`config.mk`:
```
export PLATFORM = sky130hd
export DESIGN_NAME = ccr_ctrl
export DESIGN_NICKNAME = d
export VERILOG_FILES = /design/src/hw/rtl/ccr_pkg.sv /design/src/hw/rtl/ccr_ctrl.sv
export SDC_FILE = /design/constraint.sdc
export NUM_CORES = 1
export LEC_CHECK = 0
export BUFFER_PORTS_ARGS = -buffer_cell sky130_fd_sc_hd__buf_4
export CORE_MARGIN = 8
export CORE_UTILIZATION = 49
export CTS_BUF_LIST = sky130_fd_sc_hd__clkbuf_16
export DETAILED_ROUTE_END_ITERATION = 6
export PLACE_DENSITY = 0.81
export SLEW_MARGIN = 0
export SYNTH_ARGS = -nofsm -noshare
export SYNTH_HDL_FRONTEND = slang
export SYNTH_SLANG_ARGS = --single-unit
```
`constraint.sdc`:
```
create_clock -name clk -period 3.35 [get_ports clk]
set_input_delay 0.67 -clock clk [delete_from_list [all_inputs] [get_ports clk]]
set_output_delay 0.67 -clock clk [all_outputs]
set_load 0.05 [all_outputs]
```
`src/hw/rtl/ccr_pkg.sv`:
```
// Cluster chain resizer package: shared status codes, controller states and
// the command / status bundles that pass between controller and datapath.
// No dependencies.
package ccr_pkg;

    // Result status codes
    typedef enum logic [1:0] {
        ST_OK        = 2'd0,
        ST_BAD_START = 2'd1,
        ST_BROKEN    = 2'd2,
        ST_FULL      = 2'd3
    } status_t;

    // Controller states
    typedef enum logic [4:0] {
        S_CLEAR,
        S_IDLE,
        S_DECIDE,
        S_MEAS_RD,
        S_MEAS_CHK,
        S_GROW_TEST,
        S_SCAN_RD,
        S_SCAN_CHK,
        S_LINK,
        S_TRIM_TEST,
        S_TRIM_RD,
        S_TRIM_CHK,
        S_TAIL_RD,
        S_TAIL_CHK,
        S_REL_RD,
        S_REL_CHK,
        S_DONE
    } ccr_state_t;

    // Commands from controller to datapath
    typedef struct packed {
        logic    clr_step;      // write one free entry of the clearing pass
        logic    load;          // take the request fields
        logic    set_status_en;
        status_t status_code;
        logic    zero_start;    // result start becomes empty
        logic    rd_cur;        // read entry at the walk pointer
        logic    rd_scan;       // read entry at the free-scan pointer
        logic    meas_step;     // follow link while measuring
        logic    meas_end;      // tail found
        logic    scan_next;     // entry in use, move scan on
        logic    grab;          // mark scanned entry as end of chain
        logic    link;          // link new cluster from the old tail
        logic    trim_init;     // restart walk at the head for trimming
        logic    trim_step;     // follow link while trimming
        logic    tail_cut;      // mark kept cluster as end, move to the cut-off rest
        logic    rel_free;      // free entry at the walk pointer
        logic    rel_ok;        // release finished cleanly
        logic    out_load;      // load the result register
    } ccr_cmd_t;

    // Status from datapath to controller
    typedef struct packed {
        logic clr_last;
        logic bad_start;
        logic want_zero;
        logic start_zero;
        logic len_lt_want;
        logic len_gt_want;
        logic len_at_max;
        logic cnt_lt_want;
        logic scan_valid;
        logic rd_free;
        logic rd_end;
        logic rd_link_valid;
        logic out_free;
    } ccr_sts_t;

endpackage

```
`src/hw/rtl/ccr_ctrl.sv`:
```
// Cluster chain resizer controller: sequences the clearing pass and the
// measure, grow, trim and release walks of one request.
// Depends on ccr_pkg.
module ccr_ctrl
    import ccr_pkg::*;
(
    input  logic     clk,
    input  logic     rst_n,
    input  logic     in_valid,
    output logic     in_ready,
    input  ccr_sts_t sts,
    output ccr_cmd_t cmd
);

    ccr_state_t state_reg, state_next;

    // state register
    always_ff @(posedge clk or negedge rst_n)
    begin
        if (!rst_n)
        begin
            state_reg <= S_CLEAR;
        end
        else
        begin
            state_reg <= state_next;
        end
    end

    // next state
    always_comb
    begin
        state_next = state_reg;
        unique case (state_reg)
            S_CLEAR:     if (sts.clr_last) state_next = S_IDLE;
            S_IDLE:      if (in_valid) state_next = S_DECIDE;
            S_DECIDE:
            begin
                priority if (sts.bad_start)  state_next = S_DONE;
                else if (sts.want_zero)      state_next = sts.start_zero ? S_DONE : S_REL_RD;
                else if (sts.start_zero)     state_next = S_GROW_TEST;
                else                         state_next = S_MEAS_RD;
            end
            S_MEAS_RD:   state_next = S_MEAS_CHK;
            S_MEAS_CHK:
            begin
                priority if (sts.rd_end)                          state_next = S_GROW_TEST;
                else if (!sts.rd_link_valid || sts.len_at_max)    state_next = S_DONE;
                else                                              state_next = S_MEAS_RD;
            end
            S_GROW_TEST:
            begin
                priority if (sts.len_lt_want) state_next = S_SCAN_RD;
                else if (sts.len_gt_want)     state_next = S_TRIM_TEST;
                else                          state_next = S_DONE;
            end
            S_SCAN_RD:   state_next = sts.scan_valid ? S_SCAN_CHK : S_DONE;
            S_SCAN_CHK:  state_next = sts.rd_free ? S_LINK : S_SCAN_RD;
            S_LINK:      state_next = S_GROW_TEST;
            S_TRIM_TEST: state_next = sts.cnt_lt_want ? S_TRIM_RD : S_TAIL_RD;
            S_TRIM_RD:   state_next = S_TRIM_CHK;
            S_TRIM_CHK:  state_next = sts.rd_link_valid ? S_TRIM_TEST : S_DONE;
            S_TAIL_RD:   state_next = S_TAIL_CHK;
            S_TAIL_CHK:  state_next = sts.rd_link_valid ? S_REL_RD : S_DONE;
            S_REL_RD:    state_next = S_REL_CHK;
            S_REL_CHK:
            begin
                priority if (sts.rd_end)      state_next = S_DONE;
                else if (sts.rd_link_valid)   state_next = S_REL_RD;
                else                          state_next = S_DONE;
            end
            S_DONE:      if (sts.out_free) state_next = S_IDLE;
            default:     state_next = S_CLEAR;
        endcase
    end

    // commands
    always_comb
    begin
        cmd             = '0;
        cmd.status_code = ST_OK;
        in_ready        = 1'b0;
        unique case (state_reg)
            S_CLEAR:     cmd.clr_step = 1'b1;
            S_IDLE:
            begin
                in_ready = 1'b1;
                cmd.load = in_valid;
            end
            S_DECIDE:
            begin
                if (sts.bad_start)
                begin
                    cmd.set_status_en = 1'b1;
                    cmd.status_code   = ST_BAD_START;
                    cmd.zero_start    = 1'b1;
                end
            end
            S_MEAS_RD:   cmd.rd_cur = 1'b1;
            S_MEAS_CHK:
            begin
                priority if (sts.rd_end)
                begin
                    cmd.meas_end = 1'b1;
                end
                else if (!sts.rd_link_valid || sts.len_at_max)
                begin
                    cmd.set_status_en = 1'b1;
                    cmd.status_code   = ST_BROKEN;
                end
                else
                begin
                    cmd.meas_step = 1'b1;
                end
            end
            S_GROW_TEST: cmd.trim_init = !sts.len_lt_want && sts.len_gt_want;
            S_SCAN_RD:
            begin
                if (sts.scan_valid)
                begin
                    cmd.rd_scan = 1'b1;
                end
                else
                begin
                    cmd.set_status_en = 1'b1;
                    cmd.status_code   = ST_FULL;
                end
            end
            S_SCAN_CHK:
            begin
                cmd.grab      = sts.rd_free;
                cmd.scan_next = !sts.rd_free;
            end
            S_LINK:      cmd.link = 1'b1;
            S_TRIM_TEST: ;
            S_TRIM_RD:   cmd.rd_cur = 1'b1;
            S_TRIM_CHK:
            begin
                if (sts.rd_link_valid)
                begin
                    cmd.trim_step = 1'b1;
                end
                else
                begin
                    cmd.set_status_en = 1'b1;
                    cmd.status_code   = ST_BROKEN;
                end
            end
            S_TAIL_RD:   cmd.rd_cur = 1'b1;
            S_TAIL_CHK:
            begin
                cmd.tail_cut = 1'b1;
                if (!sts.rd_link_valid && !sts.rd_end)
                begin
                    cmd.set_status_en = 1'b1;
                    cmd.status_code   = ST_BROKEN;
                end
            end
            S_REL_RD:    cmd.rd_cur = 1'b1;
            S_REL_CHK:
            begin
                cmd.rel_free = 1'b1;
                priority if (sts.rd_end)
                begin
                    cmd.rel_ok = 1'b1;
                end
                else if (!sts.rd_link_valid)
                begin
                    cmd.set_status_en = 1'b1;
                    cmd.status_code   = ST_BROKEN;
                end
                else
                begin
                    cmd.rel_ok = 1'b0;
                end
            end
            S_DONE:      cmd.out_load = sts.out_free;
            default:     ;
        endcase
    end

    // result register only loaded when it is free or being emptied
    a_load_free: assert property (@(posedge clk) disable iff (!rst_n)
        cmd.out_load |-> sts.out_free)
        else $error("result loaded over an unread result");

    // at most one table write source per cycle
    a_one_write: assert property (@(posedge clk) disable iff (!rst_n)
        $onehot0({cmd.clr_step, cmd.grab, cmd.link, cmd.tail_cut, cmd.rel_free}))
        else $error("conflicting link table writes");

    // nothing is taken or delivered during the clearing pass
    a_clear_quiet: assert property (@(posedge clk) disable iff (!rst_n)
        (state_reg == S_CLEAR) |-> (!cmd.load && !cmd.out_load))
        else $error("request handled during clearing pass");

endmodule
```
==> flow_metrics.tcl <==
set metrics [dict create \
    vias 1064 \
    worstPathMaxFanout 19 \
    worstSkewPairLatency_ns 0.23 \
    startpoint_type "register" \
    routed_wl_um 2810 \
    use_met3 0.0552 \
    postCtsSetupRepairBufs 0 \
    largest_reg_flops 5 \
    finalWeightedCongestion 0.893 \
    grt_pass1_vias 1023 \
    grt_use_met2 0.298 \
    power_density_mw_per_mm2 821 \
    htree_levels 1 \
    synthTopCellsByArea "dfrtp_1, nand2b_1, nor2b_1, nor2_1, a21oi_1" \
    dr.pass1.iters 4 \
    setup_violations 0 \
    seq_area_frac_synth 0.145 \
    yosysMostFrequentCell "nor2_1" \
    worst_hold_path_type "primary input to async pin" \
    cts_resized 0 \
    dp.cells 164 \
    setup_tns_ns 0 \
    hold_violations 0 \
    placed_area_mm2 0.00108 \
    clk_pin_slew_ns 0.03 \
    grt_pass1_wl_um 4790 \
    top_usage_layer "met2" \
    cp_num_buf_inv 1 \
    numCtsBuffers 3 \
    fin_nets 170 \
    syn_area_per_cell_um2 7.01 \
    critPathRequiredTime_ns 2.68 \
    worst_slew_pin_slew_ns 0.600 \
    cts_sinks 5 \
    drive_gt1_frac 0.291 \
    coreArea_mm2 0.00169 \
    max_slew_margin 0.600 \
    die-width_um 57.9 \
    synth_cell_type_count 43 \
    leakagePower_uw 0.000554 \
    ys_dominant_reg_cell "dfrtp_1" \
    yosysWarnings 0 \
    max-vdd-ir-drop_mv 0.615 \
    rsz0062_at_grt "false" \
    yosys-top-cells-count "nor2_1, inv_1, nand2_1" \
    critPathSlowestCell "dfrtp_1" \
    grt_overflow 0 \
    post-route-util 0.687 \
    post-route-min-period_ns 2.69 \
    synth_top_cell_area_share 0.145 \
    timing.fmax_mhz 372 \
    vias_per_cell 6.33 \
    synth.net_count 141 \
    synth_top_area_cell "dfrtp_1" \
    status "completed" \
    track_usage 0.176 \
    die-area_mm2 0.00336 \
    cap_violations 0 \
    syn_area_um2 862 \
    holdBufCountCts 0 \
    route.detailed.drc 0 \
    fin_crit_sh 0.803 \
    area_growth_pct 34.5 \
    clock_skew_ns 0.00321 \
    grt_max_degree 21 \
    end_kind "output pin" \
    grt_antenna_before_repair 0 \
    synth-edff-count 0 \
    cp_top_family "simple AND/OR/NAND/NOR gates" \
    dieHeight_um 57.9 \
    n_antenna_cell 0 \
    core.rowCount 15 \
    critical-path-max-stage-delay_ns 0.58 \
    start_util 0.510 \
    stdcell_count 168 \
    critical_path_class "register to output pin" \
    cts_tree "yes" \
    detail-route-antenna-nets 0 \
    numPortBuffers 35 \
    clockRootBuffer "clkbuf_16" \
    hpwlAfterDp_um 2160 \
    cts.path.max_buffers 2 \
    ys_ff_latch 5 \
    final_area_mm2 0.00116 \
    pin_count 36 \
    grt_use_met1 0.209 \
    crit_arrival_ns 2.02 \
    async_reset_ff_frac 1.00 \
    wl_per_cell_um 16.7 \
    synthCells 123 \
    initialDrtViolationCount 35 \
    cp_cell_sequence "or3_4 > o41ai_1 > a21oi_1 > nand3_1 > buf_4" \
    report.final.slew_viol_count 0 \
]
-- cell usage in the layout (no fill, tap or decap), types with 2 or more instances in the layout --
cell        n
dfrtp_1     5
o21ai_0     2
o32ai_1     2
or4_1       3
nand2_1     9
and3_1      3
ha_1        2
a21oi_1     8
or3_1       3
a211o_1     2
nor2b_1     7
nor2_1     11
buf_4      35
nor4_1      2
nor3b_1     2
clkbuf_16   3
inv_1      10
nand2b_1    7
nor3_1      7
nand3_1     6
and4b_1     2
-- layout make-up --
| type | instances | area (µm²) |
|---|---|---|
| multi-input combinational | 98 | 638 |
| sequential | 5 | 125 |
| clock buffer | 3 | 75.1 |
| fill | 149 | 529 |
| tap | 17 | 21.3 |
| clock inverter | 1 | 3.75 |
| inverter | 9 | 33.8 |
| timing repair buffer | 35 | 263 |
-- stage by stage --
stage	total power [µW]	hold slack, ns	worst slack (ns)
floorplan	639	0.374	0.640
global placement	741	0.473	0.969
detailed placement	747	0.475	0.941
CTS	950	0.235	0.686
global route	1020	0.235	0.493
finish	953	0.237	0.659
-- worst paths after layout --
path                       slack (ns)                        to  cells after the start                startpoint
hold reg to reg                  0.91  state_reg[3]$_DFFE_PN0P_                      1  state_reg[4]$_DFFE_PN0P_
hold / removal                   0.24  state_reg[4]$_DFFE_PN0P_                      1                     rst_n
setup / recovery                 0.66                   cmd[16]                      5  state_reg[4]$_DFFE_PN0P_
min in group clk                 0.76  state_reg[4]$_DFFE_PN0P_                      3                    sts[7]
max in group asynchronous        3.00  state_reg[0]$_DFFE_PN0P_                      1                     rst_n
setup reg to reg                 1.23  state_reg[2]$_DFFE_PN0P_                      4  state_reg[1]$_DFFE_PN0P_
-- power breakdown --
part / internal (µW) / switching [µW]
Sequential: 82.1 / 108
Clock: 154 / 38.4
Combinational: 211 / 360
Total: 447 / 506
-- logic make-up after synthesis --
logic type	after synthesis	share of synthesized area
adders and majority gates	2	0.0290
buffers and inverters	20	0.115
AOI/OAI and AO/OA	28	0.241
and+or+nand+nor	67	0.457
DFF	5	0.145
muxes	1	0.0131
-- metal layers --
metal / wire length (µm) / part of all wire / vias up
met5: 0 / 0 / -
met3: 299 / 0.11 / 6
li1: - / - / 504
met1: 1100 / 0.39 / 485
met2: 1370 / 0.49 / 69
met4: 42 / 0.015 / 0
(Power assumes the default switching activity.)
